$ cat src/rtl/bc1d_pkg.sv
// ----------------------------------------------------------------------------
// bc1d_pkg
// Types, constants and helpers shared by the BC1 block decoder.
// ----------------------------------------------------------------------------
package bc1d_pkg;

    localparam int TEXELS = 16;
    localparam int POS_W  = $clog2(TEXELS);
    localparam int CH_W   = 8;
    localparam int SUM_W  = CH_W + 2;
    localparam int PROD_W = 2 * SUM_W;

    localparam logic [POS_W-1:0] LAST_POS = POS_W'(TEXELS - 1);

    // floor(x / 3) == (x * 683) >> 11 for every x below 2048
    localparam logic [SUM_W-1:0] RECIP3     = SUM_W'(683);
    localparam int               RECIP3_SHR = 11;

    localparam logic [CH_W-1:0] ALPHA_OPAQUE = 8'hFF;
    localparam logic [CH_W-1:0] ALPHA_CLEAR  = 8'h00;

    localparam logic [1:0] SEL_A     = 2'd0;
    localparam logic [1:0] SEL_B     = 2'd1;
    localparam logic [1:0] SEL_MIX_1 = 2'd2;
    localparam logic [1:0] SEL_MIX_2 = 2'd3;

    typedef struct packed {
        logic [CH_W-1:0] r;
        logic [CH_W-1:0] g;
        logic [CH_W-1:0] b;
    } t_rgb;

    typedef struct packed {
        logic [SUM_W-1:0] r;
        logic [SUM_W-1:0] g;
        logic [SUM_W-1:0] b;
    } t_sum;

    function automatic t_rgb expand565(input logic [15:0] c);
        t_rgb o;
        o.r = {c[15:11], c[15:13]};
        o.g = {c[10:5], c[10:9]};
        o.b = {c[4:0], c[4:2]};
        return o;
    endfunction

    function automatic logic [CH_W-1:0] div3(input logic [SUM_W-1:0] x);
        logic [PROD_W-1:0] prod;
        prod = PROD_W'(x) * PROD_W'(RECIP3);
        return prod[RECIP3_SHR +: CH_W];
    endfunction

    // two-to-one weighted sum, or plain sum in three-color mode
    function automatic logic [SUM_W-1:0] wsum(input logic [CH_W-1:0] x,
                                              input logic [CH_W-1:0] y,
                                              input logic            dbl);
        logic [SUM_W-1:0] xs;
        xs = dbl ? SUM_W'({x, 1'b0}) : SUM_W'(x);
        return xs + SUM_W'(y);
    endfunction

endpackage

$ cat src/rtl/bc1_block_decoder_top.sv
// ----------------------------------------------------------------------------
// bc1_block_decoder_top
// Decodes one BC1 4x4 block per input beat into sixteen RGBA texel beats.
// ----------------------------------------------------------------------------
// A block beat is taken into a three-stage pipeline (endpoint expansion,
// blend sums, divide-by-three palette), then into a serializer that emits one
// texel per cycle through an output register unless the output stalls; it
// takes the next block as the last texel is emitted, so it sets the
// sustained block rate. Up to three further blocks wait in the pipeline while
// a block is being emitted. An output stall holds the serializer, and each
// earlier stage holds only once the stage after it is full.
// ----------------------------------------------------------------------------
module bc1_block_decoder_top (
    input  logic        i_clk,
    input  logic        i_rst_n,
    input  logic        i_valid,
    output logic        o_ready,
    input  logic [15:0] i_color_a_565,
    input  logic [15:0] i_color_b_565,
    input  logic [31:0] i_index_word,
    output logic        o_valid,
    input  logic        i_ready,
    output logic [3:0]  o_texel_pos,
    output logic [7:0]  o_red,
    output logic [7:0]  o_green,
    output logic [7:0]  o_blue,
    output logic [7:0]  o_alpha,
    output logic        o_last
);

    // stage 1: expanded endpoints
    logic              r1_v;
    bc1d_pkg::t_rgb    r1_a, r1_b;
    logic              r1_mode;
    logic [31:0]       r1_idx;

    // stage 2: blend sums
    logic              r2_v;
    bc1d_pkg::t_rgb    r2_a, r2_b;
    bc1d_pkg::t_sum    r2_p, r2_q;
    logic              r2_mode;
    logic [31:0]       r2_idx;

    // stage 3: full palette
    logic              r3_v;
    bc1d_pkg::t_rgb    r3_a, r3_b, r3_c2, r3_c3;
    logic              r3_mode;
    logic [31:0]       r3_idx;

    // serializer
    logic                           r_sr_v;
    bc1d_pkg::t_rgb                 r_sr_a, r_sr_b, r_sr_c2, r_sr_c3;
    logic                           r_sr_mode;
    logic [31:0]                    r_sr_idx;
    logic [bc1d_pkg::POS_W-1:0]     r_cnt;

    // output register
    logic                           r_o_valid;
    logic [bc1d_pkg::POS_W-1:0]     r_o_pos;
    bc1d_pkg::t_rgb                 r_o_rgb;
    logic [7:0]                     r_o_alpha;
    logic                           r_o_last;

    logic out_free, emit, sr_take, en3, en2, en1;
    bc1d_pkg::t_rgb n_a, n_b, n_c2, n_c3, n_sel_rgb;
    bc1d_pkg::t_sum n_p, n_q;
    logic [7:0]     n_sel_alpha;

    assign out_free = !r_o_valid || i_ready;
    assign emit     = r_sr_v && out_free;
    assign sr_take  = !r_sr_v || (emit && (r_cnt == bc1d_pkg::LAST_POS));
    assign en3      = !r3_v || sr_take;
    assign en2      = !r2_v || en3;
    assign en1      = !r1_v || en2;
    assign o_ready  = en1;

    always_comb begin
        n_a = bc1d_pkg::expand565(i_color_a_565);
        n_b = bc1d_pkg::expand565(i_color_b_565);

        n_p.r = bc1d_pkg::wsum(r1_a.r, r1_b.r, r1_mode);
        n_p.g = bc1d_pkg::wsum(r1_a.g, r1_b.g, r1_mode);
        n_p.b = bc1d_pkg::wsum(r1_a.b, r1_b.b, r1_mode);
        n_q.r = bc1d_pkg::wsum(r1_b.r, r1_a.r, 1'b1);
        n_q.g = bc1d_pkg::wsum(r1_b.g, r1_a.g, 1'b1);
        n_q.b = bc1d_pkg::wsum(r1_b.b, r1_a.b, 1'b1);

        if (r2_mode) begin
            n_c2.r = bc1d_pkg::div3(r2_p.r);
            n_c2.g = bc1d_pkg::div3(r2_p.g);
            n_c2.b = bc1d_pkg::div3(r2_p.b);
            n_c3.r = bc1d_pkg::div3(r2_q.r);
            n_c3.g = bc1d_pkg::div3(r2_q.g);
            n_c3.b = bc1d_pkg::div3(r2_q.b);
        end else begin
            n_c2.r = r2_p.r[8:1];
            n_c2.g = r2_p.g[8:1];
            n_c2.b = r2_p.b[8:1];
            n_c3   = '0;
        end

        n_sel_alpha = bc1d_pkg::ALPHA_OPAQUE;
        unique case (r_sr_idx[1:0])
            bc1d_pkg::SEL_A:     n_sel_rgb = r_sr_a;
            bc1d_pkg::SEL_B:     n_sel_rgb = r_sr_b;
            bc1d_pkg::SEL_MIX_1: n_sel_rgb = r_sr_c2;
            bc1d_pkg::SEL_MIX_2: begin
                n_sel_rgb = r_sr_c3;
                if (!r_sr_mode) begin
                    n_sel_alpha = bc1d_pkg::ALPHA_CLEAR;
                end
            end
            default:             n_sel_rgb = r_sr_a;
        endcase
    end

    // valid bits
    always_ff @(posedge i_clk) begin
        if (!i_rst_n) begin
            r1_v      <= 1'b0;
            r2_v      <= 1'b0;
            r3_v      <= 1'b0;
            r_sr_v    <= 1'b0;
            r_cnt     <= '0;
            r_o_valid <= 1'b0;
        end else begin
            if (en1) begin
                r1_v <= i_valid;
            end
            if (en2) begin
                r2_v <= r1_v;
            end
            if (en3) begin
                r3_v <= r2_v;
            end
            if (sr_take) begin
                r_sr_v <= r3_v;
                r_cnt  <= '0;
            end else if (emit) begin
                r_cnt <= r_cnt + bc1d_pkg::POS_W'(1);
            end
            if (out_free) begin
                r_o_valid <= emit;
            end
        end
    end

    // payload
    always_ff @(posedge i_clk) begin
        if (en1) begin
            r1_a    <= n_a;
            r1_b    <= n_b;
            r1_mode <= (i_color_a_565 > i_color_b_565);
            r1_idx  <= i_index_word;
        end
        if (en2) begin
            r2_a    <= r1_a;
            r2_b    <= r1_b;
            r2_p    <= n_p;
            r2_q    <= n_q;
            r2_mode <= r1_mode;
            r2_idx  <= r1_idx;
        end
        if (en3) begin
            r3_a    <= r2_a;
            r3_b    <= r2_b;
            r3_c2   <= n_c2;
            r3_c3   <= n_c3;
            r3_mode <= r2_mode;
            r3_idx  <= r2_idx;
        end
        if (sr_take) begin
            r_sr_a    <= r3_a;
            r_sr_b    <= r3_b;
            r_sr_c2   <= r3_c2;
            r_sr_c3   <= r3_c3;
            r_sr_mode <= r3_mode;
            r_sr_idx  <= r3_idx;
        end else if (emit) begin
            r_sr_idx <= {2'b00, r_sr_idx[31:2]};
        end
        if (emit) begin
            r_o_pos   <= r_cnt;
            r_o_rgb   <= n_sel_rgb;
            r_o_alpha <= n_sel_alpha;
            r_o_last  <= (r_cnt == bc1d_pkg::LAST_POS);
        end
    end

    assign o_valid     = r_o_valid;
    assign o_texel_pos = r_o_pos;
    assign o_red       = r_o_rgb.r;
    assign o_green     = r_o_rgb.g;
    assign o_blue      = r_o_rgb.b;
    assign o_alpha     = r_o_alpha;
    assign o_last      = r_o_last;

    a_last_texel: assert property (@(posedge i_clk) disable iff (!i_rst_n)
        emit && (r_cnt == bc1d_pkg::LAST_POS) |=> r_o_valid && o_last)
        else $error("last texel of block not marked");

    a_mid_block: assert property (@(posedge i_clk) disable iff (!i_rst_n)
        emit && (r_cnt != bc1d_pkg::LAST_POS) |=> r_sr_v && !o_last)
        else $error("serializer dropped a block before its last texel");

    a_clear_black: assert property (@(posedge i_clk) disable iff (!i_rst_n)
        r_o_valid && (r_o_alpha != bc1d_pkg::ALPHA_OPAQUE) |->
            (r_o_rgb == '0) && (r_o_alpha == bc1d_pkg::ALPHA_CLEAR))
        else $error("transparent texel is not transparent black");

    a_accept: assert property (@(posedge i_clk) disable iff (!i_rst_n)
        i_valid && o_ready |=> r1_v)
        else $error("accepted block not captured");

endmodule

$ cat config.mk
export PLATFORM = sky130hd
export DESIGN_NAME = bc1_block_decoder_top
export DESIGN_NICKNAME = d
export VERILOG_FILES = /design/src/rtl/bc1d_pkg.sv /design/src/rtl/bc1_block_decoder_top.sv
export SDC_FILE = /design/constraint.sdc
export NUM_CORES = 1
export LEC_CHECK = 0
export BUFFER_PORTS_ARGS = -buffer_cell sky130_fd_sc_hd__buf_4
export CAP_MARGIN = 15
export CORE_UTILIZATION = 40
export CTS_CLUSTER_DIAMETER = 80
export DETAILED_ROUTE_END_ITERATION = 12
export PLACE_DENSITY = 0.66
export SKIP_CTS_REPAIR_TIMING = 1
export SYNTH_ARGS = -nofsm -noshare
export SYNTH_HDL_FRONTEND = slang
export SYNTH_SLANG_ARGS = --single-unit
$ cat constraint.sdc
create_clock -name i_clk -period 10.85 [get_ports i_clk]
set_clock_uncertainty 0.05 [all_clocks]
set_input_delay 0.5425 -clock i_clk [delete_from_list [all_inputs] [get_ports i_clk]]
set_output_delay 0.5425 -clock i_clk [all_outputs]
set_load 0.03 [all_outputs]
==> summary.txt, run 1 <==
Timing
  – Setup WS post-layout: 6020 ps
  – Final-report max-slew violation count: 0
  – Final setup vio count: 0
  – Fmax: 207 MHz
  – Hold Vio Cnt, Final: 0
  – Tmin final: 4830 ps
  – RSZ-0062 raised after global routing: false
  – Transition time of the tightest slew-check pin: 1120 ps
  – Tcrit/Tclk final: 0.445
  – Slew HR: 0.254
  – Setup TNS: 0 ps

Layout
  – Area Overhead vs Synth: 12.2%
  – Final core utilization: 0.457
  – Share of post-route cells with drive strength above 1: 0.0965
  – Antenna Cells: 0
  – Commonest non-fill, non-tap cell in the layout: edfxtp_1
  – Leading cell types in the layout, fill and taps excluded: edfxtp_1, ha_1, inv_1
  – Final net count: 2890

Clock tree
  – Clk buf depth: 3
  – TritonCTS sink count: 452
  – Clk slew on worst S/H paths: 60 ps
  – Clk Latency, worst-skew pair: 610 ps
  – Num CTS Buffers: 49
  – Root Driver: clkbuf_16
  – H-Tree Depth: 2
  – CTS tree: yes

Floorplan
  – Die area: 0.0701 mm^2
  – Row cnt: 95
  – Core area: 0.0678 mm^2
  – Starting Density: 0.407
  – I/O pins: 107
  – Die Ht: 265 um
  – Die span in x: 265 um

GRT
  – Largest net degree at the start of global routing: 87
  – Total grt overflow: 0
  – First-pass GRT wire length: 91.3 mm
  – Initial antenna violation count: 0
  – Total GRT Usage: 0.165
  – Vias in the first global route: 17200

Drt
  – Met2 wire len: 25.9 mm
  – DR pass1 iterations: 5
  – Drt drc: 0
  – DR WL/cell: 17.5 um
  – Routed wire length: 56.2 mm
  – Top layer in use: met4
  – Wl on met1: 27.1 mm
  – Routed via count: 16200
  – DR vias/cell: 5.07
  – Antenna Nets Post-Route: 0
  – DRT iter0 DRCs: 926
  – Met3 wire len: 2.16 mm

Place
  – Gpl congestion: 0.900
  – I/O Buffers: 106
  – Post-DP HPWL: 43.1 mm
  – Setup WS pre-CTS: 6080 ps

Synth
  – Yosys top cell area share: 0.482
  – Post-Synth XOR/XNOR Area: 0.0241
  – Post-synth ARST share: 0
  – Post-synthesis compound-gate area fraction: 0.0746
  – Number of synthesized flops with an enable pin: 443
  – Adder-cell share of the synthesized area: 0.277
  – Post-synthesis sequential area ratio: 0.488
  – Mux cell area share after synthesis: 0.0199
  – Yosys top cell by area: edfxtp_1
  – Synthesized flop and latch total: 452
  – Net Count, Synth: 2760
  – Fraction of the mapped netlist area in simple logic gates: 0.0651
  – Gate count of the mapped netlist: 2160
  – Synthesized cell area: 0.0276 mm^2
  – Mapped Avg Cell Area: 12.8 um^2
  – Post-synth cell types: 74
  – Top FF cell, synth: edfxtp_1
  – Largest family of logic cells by synthesized area: adder cells
  – Main area contributors after synthesis: edfxtp_1, ha_1, fa_1
  – Ys Warns: 0

Run status
  – Outcome: finished clean

Setup path
  – CP Launch Type: flip-flop
  – Crit path DAT: 5140 ps
  – WP buf/inv: 4
  – Critical-path top delay cell: fa_1
  – Worst path max stage delay: 540 ps
  – Critical Path Most Common Cell: inv_1
  – CP Capture Type: flip-flop
  – Crit path max fanout: 6
  – Critical path, cell by cell: ha_1 -> ha_1 -> inv_1 -> fa_1 -> inv_1 -> fa_1 -> inv_1 -> fa_1 -> inv_1 -> ha_1 -> a21oi_1 -> nand2_1 -> a32oi_1 -> a21oi_1 -> a21o_1 -> a221o_1
  – Critical Setup Path Class: reg -> reg
  – Critical Path RT: 11160 ps
  – Delay-heaviest family, CP: adder cells

Run
  – Max-cap violations: 0

Hold path
  – Hold WC Path Type: in -> reg
-- per-stage QoR --
step | instance area [um^2] | hold slack (ps) | std cells
2_1_floorplan | 27600 | 350 | 2160
5_1_grt | 31000 | 28.6 | 3204
3_3_place_gp | 29400 | 353 | 3112
6_report | 31000 | 59.1 | 3204
3_5_place_dp | 29400 | 355 | 3112
4_1_cts | 31000 | 21.6 | 3204
-- registers in the layout (all words and copies together), names as in the netlist, 27 cells and up --
register	flops
r_sr_idx	32
r3_idx	32
r2_p	30
r2_q	27
r1_idx	32
r2_idx	32
-- synth_stat cells, types with 10 or more instances --
cell      number
a211oi_1      20
a21boi_0      14
a21o_1        31
a21oi_1       70
clkbuf_1      25
edfxtp_1     443
fa_1         132
ha_1         400
inv_1        327
mux2i_1       28
nand2_1      152
nand3_1       29
nand4_1       18
nor2_1        82
nor2b_1       36
nor3_1        31
o21a_1        20
o21ai_0       62
o21bai_1      10
xnor2_1       71
-- logic make-up after synthesis --
family	count (synthesis)
xor+xnor	76
buf+inv	365
mux	44
flops	452
compound gates	302
simple gates	389
fa+ha+maj	532
-- final cells by class --
cell class / count / area (um^2)
multi-input combinational: 1343 / 12700
clock inverter: 32 / 273
timing repair buffer: 117 / 878
sequential: 452 / 13500
tap: 873 / 1090
inverter: 327 / 1230
fill: 6068 / 36800
clock buffer: 60 / 1270
-- per-layer routing --
layer / vias up / global-route usage
met3: 73 / 0.0238
met1: 7948 / 0.229
met2: 308 / 0.271
met5: - / 0
met4: 0 / 0.0430
li1: 7916 / -
-- path summary, 6_finish.rpt --
kind	slack, ps	startpoint	cells past startpoint	to
max	6020	r2_p[17]	16	r3_c2[13]
min	60	i_index_word[25]	1	r1_idx[25]
max reg2reg	6020	r2_p[17]	16	r3_c2[13]
min reg2reg	350	r3_b[4]	0	r_sr_b[4]
Power of run 1 is left out: the tool's default activity adds up to more than one toggle a clock period on the data nets, which glitch-free logic cannot reach.
==> inputs of run 2 (changes only) <==
--- a/config.mk
+++ b/config.mk
@@ -5,6 +5,7 @@
 export SDC_FILE = /design/constraint.sdc
 export NUM_CORES = 1
 export LEC_CHECK = 0
+export ABC_AREA = 1
 export BUFFER_PORTS_ARGS = -buffer_cell sky130_fd_sc_hd__buf_4
 export CAP_MARGIN = 15
 export CORE_UTILIZATION = 40
==> constraint.sdc (replaced) <==
create_clock -name i_clk -period 4.59 [get_ports i_clk]
set_clock_uncertainty 0.05 [all_clocks]
set_input_delay 0.2295 -clock i_clk [delete_from_list [all_inputs] [get_ports i_clk]]
set_output_delay 0.2295 -clock i_clk [all_outputs]
set_load 0.03 [all_outputs]
==> summary.txt, run 2 <==
Setup path
  – Critical Setup Path Class: reg -> reg
  – Crit path max fanout: 4
  – CP Launch Type: flip-flop
  – Critical Path RT: 4870 ps
  – CP Capture Type: flip-flop
  – Crit path DAT: 4610 ps

GRT
  – Total GRT Usage: 0.166
  – Vias in the first global route: 18400
  – First-pass GRT wire length: 96.5 mm
  – Total grt overflow: 0
  – Initial antenna violation count: 3
  – Largest net degree at the start of global routing: 123

Timing
  – Tcrit/Tclk final: 0.942
  – Setup TNS: 0 ps
  – Final-report max-slew violation count: 0
  – Final setup vio count: 0
  – Slew HR: 0.301
  – RSZ-0062 raised after global routing: false
  – Fmax: 231 MHz
  – Transition time of the tightest slew-check pin: 1050 ps
  – Tmin final: 4320 ps
  – Hold Vio Cnt, Final: 0

Run status
  – Outcome: finished clean

Layout
  – Area Overhead vs Synth: 14.9%
  – Share of post-route cells with drive strength above 1: 0.0782
  – Leading cell types in the layout, fill and taps excluded: nand2_1, inv_1, edfxtp_1
  – Fillcell total: 6376
  – Final net count: 3503
  – Design area: 0.0330 mm^2
  – Final non-filler cell total: 3884
  – Commonest non-fill, non-tap cell in the layout: nand2_1

Hold path
  – Hold WC Path Type: in -> reg

Floorplan
  – Starting Density: 0.407
  – Die area: 0.0729 mm^2
  – Die Ht: 270 um
  – Die span in x: 270 um
  – I/O pins: 107
  – Row cnt: 97
  – Core area: 0.0705 mm^2

Run
  – Max-cap violations: 0

Drt
  – DR vias/cell: 4.77
  – DRT iter0 DRCs: 1209
  – Routed wire length: 59.8 mm
  – DR pass1 iterations: 7
  – Antenna Nets Post-Route: 0
  – Drt drc: 0
  – DR WL/cell: 15.4 um
  – Routed via count: 18500

Synth
  – Number of synthesized flops with an enable pin: 443
  – Gate count of the mapped netlist: 2694
  – Synthesized flop and latch total: 452
  – Synthesized cell area: 0.0287 mm^2
  – Most frequent cell after synthesis: nand2_1
  – Post-synth cell types: 42
  – Yosys top cell by area: edfxtp_1
  – Main area contributors after synthesis: edfxtp_1, ha_1, fa_1
  – Post-synth ARST share: 0
  – Net Count, Synth: 3294
  – Ys Warns: 0
  – Post-synthesis sequential area ratio: 0.469
  – Yosys top cell area share: 0.463
  – Top FF cell, synth: edfxtp_1
  – Commonest cells post-synth: nand2_1, inv_1, edfxtp_1, ha_1, nor2_1
  – Mapped Avg Cell Area: 10.7 um^2

Clock tree
  – Root Driver: clkbuf_16
  – TritonCTS sink count: 452
  – Num CTS Buffers: 49
  – Clk Latency, worst-skew pair: 620 ps
  – H-Tree Depth: 2
  – CTS tree: yes
  – Clk buf depth: 3
  – Clk slew on worst S/H paths: 70 ps

Place
  – Gpl congestion: 0.913
  – I/O Buffers: 106
  – Post-DP HPWL: 45.9 mm
  – Placed insts: 3721
  – Area of placed instances: 0.0307 mm^2
[run 2: area by class of cell]
type	count	area (um^2)	share of cell area
clock inverters	38	379	0.0115
inverters	455	1710	0.0519
multi-input cells	1754	13400	0.405
well taps	940	1180	0.0356
diodes	1	2.50	0.0000758
repair buffers	191	1630	0.0493
clock buffers	53	1240	0.0376
flip-flops and latches	452	13500	0.408
[run 2: worst paths after layout]
| path | from | endpoint | slack, ps | depth (start not counted) |
|---|---|---|---|---|
| worst min register to register | r1_idx[26] | r2_idx[26] | 350 | 0 |
| worst max register to register | r2_p[5] | r3_c2[4] | 270 | 17 |
| worst min-delay path | i_index_word[5] | r1_idx[5] | 270 | 2 |
| worst max-delay path | r2_p[5] | r3_c2[4] | 270 | 17 |
[run 2: kinds of logic after synthesis]
kind of cell,Yosys count,synth area share
buffers and inverters,488,0.0657
AND/OR/NAND/NOR,920,0.132
flip-flops,452,0.469
XOR/XNOR,56,0.0171
adder cells (fa/ha/maj),532,0.266
AO/OA/AOI/OAI,246,0.0501
[run 2: through the flow]
step | worst slack (ps) | utilization | hold slack [ps]
6_report | 265 | 0.468 | 269
4_1_cts | 241 | 0.458 | -310
3_3_place_gp | 303 | 0.435 | 351
2_1_floorplan | 332 | - | 278
3_5_place_dp | 251 | 0.435 | 355
5_1_grt | 14.9 | 0.468 | 248
[run 2: critical path, cell delays in order (launching register included)]
cell and delay (ps):
edfxtp_1 450, ha_1 350, ha_1 290, inv_1 50, fa_1 520, inv_1 50
fa_1 490, inv_1 50, fa_1 490, inv_1 40, ha_1 320, a21o_1 200
a21oi_1 220, nor2_1 70, nor2_1 130, nand3b_1 90, nand3_1 80, o21ai_0 90
[run 2: metal layers]
layer  share of wire  GRT usage  vias to the layer above
met3           0.036     0.0221                       67
met5         0.00022          0                        -
li1                -          -                     9440
met4           0.018     0.0396                        2
met2            0.47      0.276                      298
met1            0.48      0.228                     8735
Power of run 2 is left out for the same reason.
==> inputs of run 3 (changes only) <==
--- a/config.mk
+++ b/config.mk
@@ -8,10 +8,12 @@
 export ABC_AREA = 1
 export BUFFER_PORTS_ARGS = -buffer_cell sky130_fd_sc_hd__buf_4
 export CAP_MARGIN = 15
+export CELL_PAD_IN_SITES_DETAIL_PLACEMENT = 0
+export CELL_PAD_IN_SITES_GLOBAL_PLACEMENT = 1
 export CORE_UTILIZATION = 40
 export CTS_CLUSTER_DIAMETER = 80
 export DETAILED_ROUTE_END_ITERATION = 12
-export PLACE_DENSITY = 0.66
+export PLACE_DENSITY = 0.73
 export SKIP_CTS_REPAIR_TIMING = 1
 export SYNTH_ARGS = -nofsm -noshare
 export SYNTH_HDL_FRONTEND = slang
==> summary.txt, run 3 (synthesized netlist as in run 2, its figures left out) <==
Drt
  – DRT iter0 DRCs: 1182
  – DR pass1 iterations: 6
  – DR vias/cell: 4.88
  – DR WL/cell: 16.7 um
  – Drt drc: 0
  – Routed wire length: 65.0 mm
  – Routed via count: 19000
  – Antenna Nets Post-Route: 0

Layout
  – Final non-filler cell total: 3888
  – Commonest non-fill, non-tap cell in the layout: nand2_1
  – Final net count: 3511
  – Final core utilization: 0.469
  – Antenna Cells: 0
  – Leading cell types in the layout, fill and taps excluded: nand2_1, inv_1, edfxtp_1
  – Share of post-route cells with drive strength above 1: 0.0794
  – Area Overhead vs Synth: 15.1%

Timing
  – Hold Vio Cnt, Final: 0
  – Transition time of the tightest slew-check pin: 1040 ps
  – Final setup vio count: 0
  – Tcrit/Tclk final: 0.956
  – Final-report max-slew violation count: 0
  – Slew HR: 0.302
  – Fmax: 228 MHz
  – Setup TNS: 0 ps
  – Tmin final: 4390 ps
  – RSZ-0062 raised after global routing: false

Setup path
  – Crit path max fanout: 4
  – Critical Setup Path Class: reg -> reg
  – CP Capture Type: flip-flop
  – R2r worst-path depth: 17
  – Crit path DAT: 4640 ps
  – Worst r2r src: r2_p[15]
  – Critical Path RT: 4850 ps
  – CP Launch Type: flip-flop
  – Reg2Reg Setup Slack: 200 ps
  – R2R Path End: r3_c2[12]

Floorplan
  – Die span in x: 270 um
  – Die Ht: 270 um
  – Starting Density: 0.407
  – Die area: 0.0729 mm^2
  – I/O pins: 107
  – Core area: 0.0705 mm^2
  – Row cnt: 97

Place
  – Post-DP HPWL: 50.6 mm
  – I/O Buffers: 106
  – Placed insts: 3725
  – Gpl congestion: 0.938

GRT
  – First-pass GRT wire length: 102 mm
  – Initial antenna violation count: 2
  – Total GRT Usage: 0.177
  – Met2 Resource Use GR: 0.274
  – Grt met3 use: 0.0310
  – Vias in the first global route: 18800
  – GRT Max-Usage Layer: met2
  – Grt met1 use: 0.251
  – Total grt overflow: 0
  – Largest net degree at the start of global routing: 91

Hold path
  – Worst hold path cell count: 2
  – Hold WC Path Type: in -> reg
  – Hold Crit Start: i_index_word[12]
  – Hold endpoint: r1_idx[12]

Run status
  – Outcome: finished clean

Clock tree
  – Clk Latency, worst-skew pair: 620 ps
  – H-Tree Depth: 2
  – Clk buf depth: 3
  – Num CTS Buffers: 50
  – CTS tree: yes
  – TritonCTS sink count: 452
  – Clk slew on worst S/H paths: 60 ps
  – Root Driver: clkbuf_16

Run
  – Max-cap violations: 0
run 3: worst max-delay path, cell delays in order, from the launching register on:
cell,delay (ps)
edfxtp_1,450
ha_1,350
ha_1,290
inv_1,60
fa_1,530
inv_1,60
fa_1,490
inv_1,50
fa_1,500
inv_1,40
ha_1,330
a21o_1,220
a21oi_1,220
nor2_1,60
nor2_1,140
nand3b_1,90
nand3_1,80
o21ai_0,90
run 3: per-layer routing:
| layer | routed length [um] | up-vias |
|---|---|---|
| met5 | 0 | - |
| met4 | 1870 | 0 |
| met3 | 3380 | 100 |
| met2 | 29100 | 438 |
| met1 | 30600 | 8982 |
| li1 | - | 9451 |
run 3: cell type report:
type                            count  area (um^2)
Fill cell                        6478        37400
Timing Repair Buffer              198         1680
Clock inverter                     35          367
Multi-Input combinational cell   1754        13400
Inverter                          455         1710
Tap cell                          940         1180
Clock buffer                       54         1270
Sequential cell                   452        13500
run 3: per-stage QoR:
step / setup WS [ps] / instance area, um^2 / hold WS [ps]
6_report: 201 / 33100 / 274
5_1_grt: 0.350 / 33100 / 254
4_1_cts: 154 / 32300 / -301
3_5_place_dp: 174 / 30700 / 355
3_3_place_gp: 207 / 30700 / 351
2_1_floorplan: 332 / 28700 / 278
run 3: worst max path at each step:
| stage | depth (start not counted) | from | slack (ps) | to |
|---|---|---|---|---|
| 2_1_floorplan | 7 | o_valid | 330 | r2_a[10] |
| 3_3_place_gp | 16 | r2_q[14] | 210 | r3_c3[13] |
| 3_5_place_dp | 15 | r2_p[26] | 170 | r3_c2[20] |
| 4_1_cts | 15 | r2_p[26] | 150 | r3_c2[20] |
| 5_1_grt | 16 | r2_q[14] | 0.4 | r3_c3[15] |
| 6_report | 17 | r2_p[15] | 200 | r3_c2[12] |
Power of run 3 is left out for the same reason.
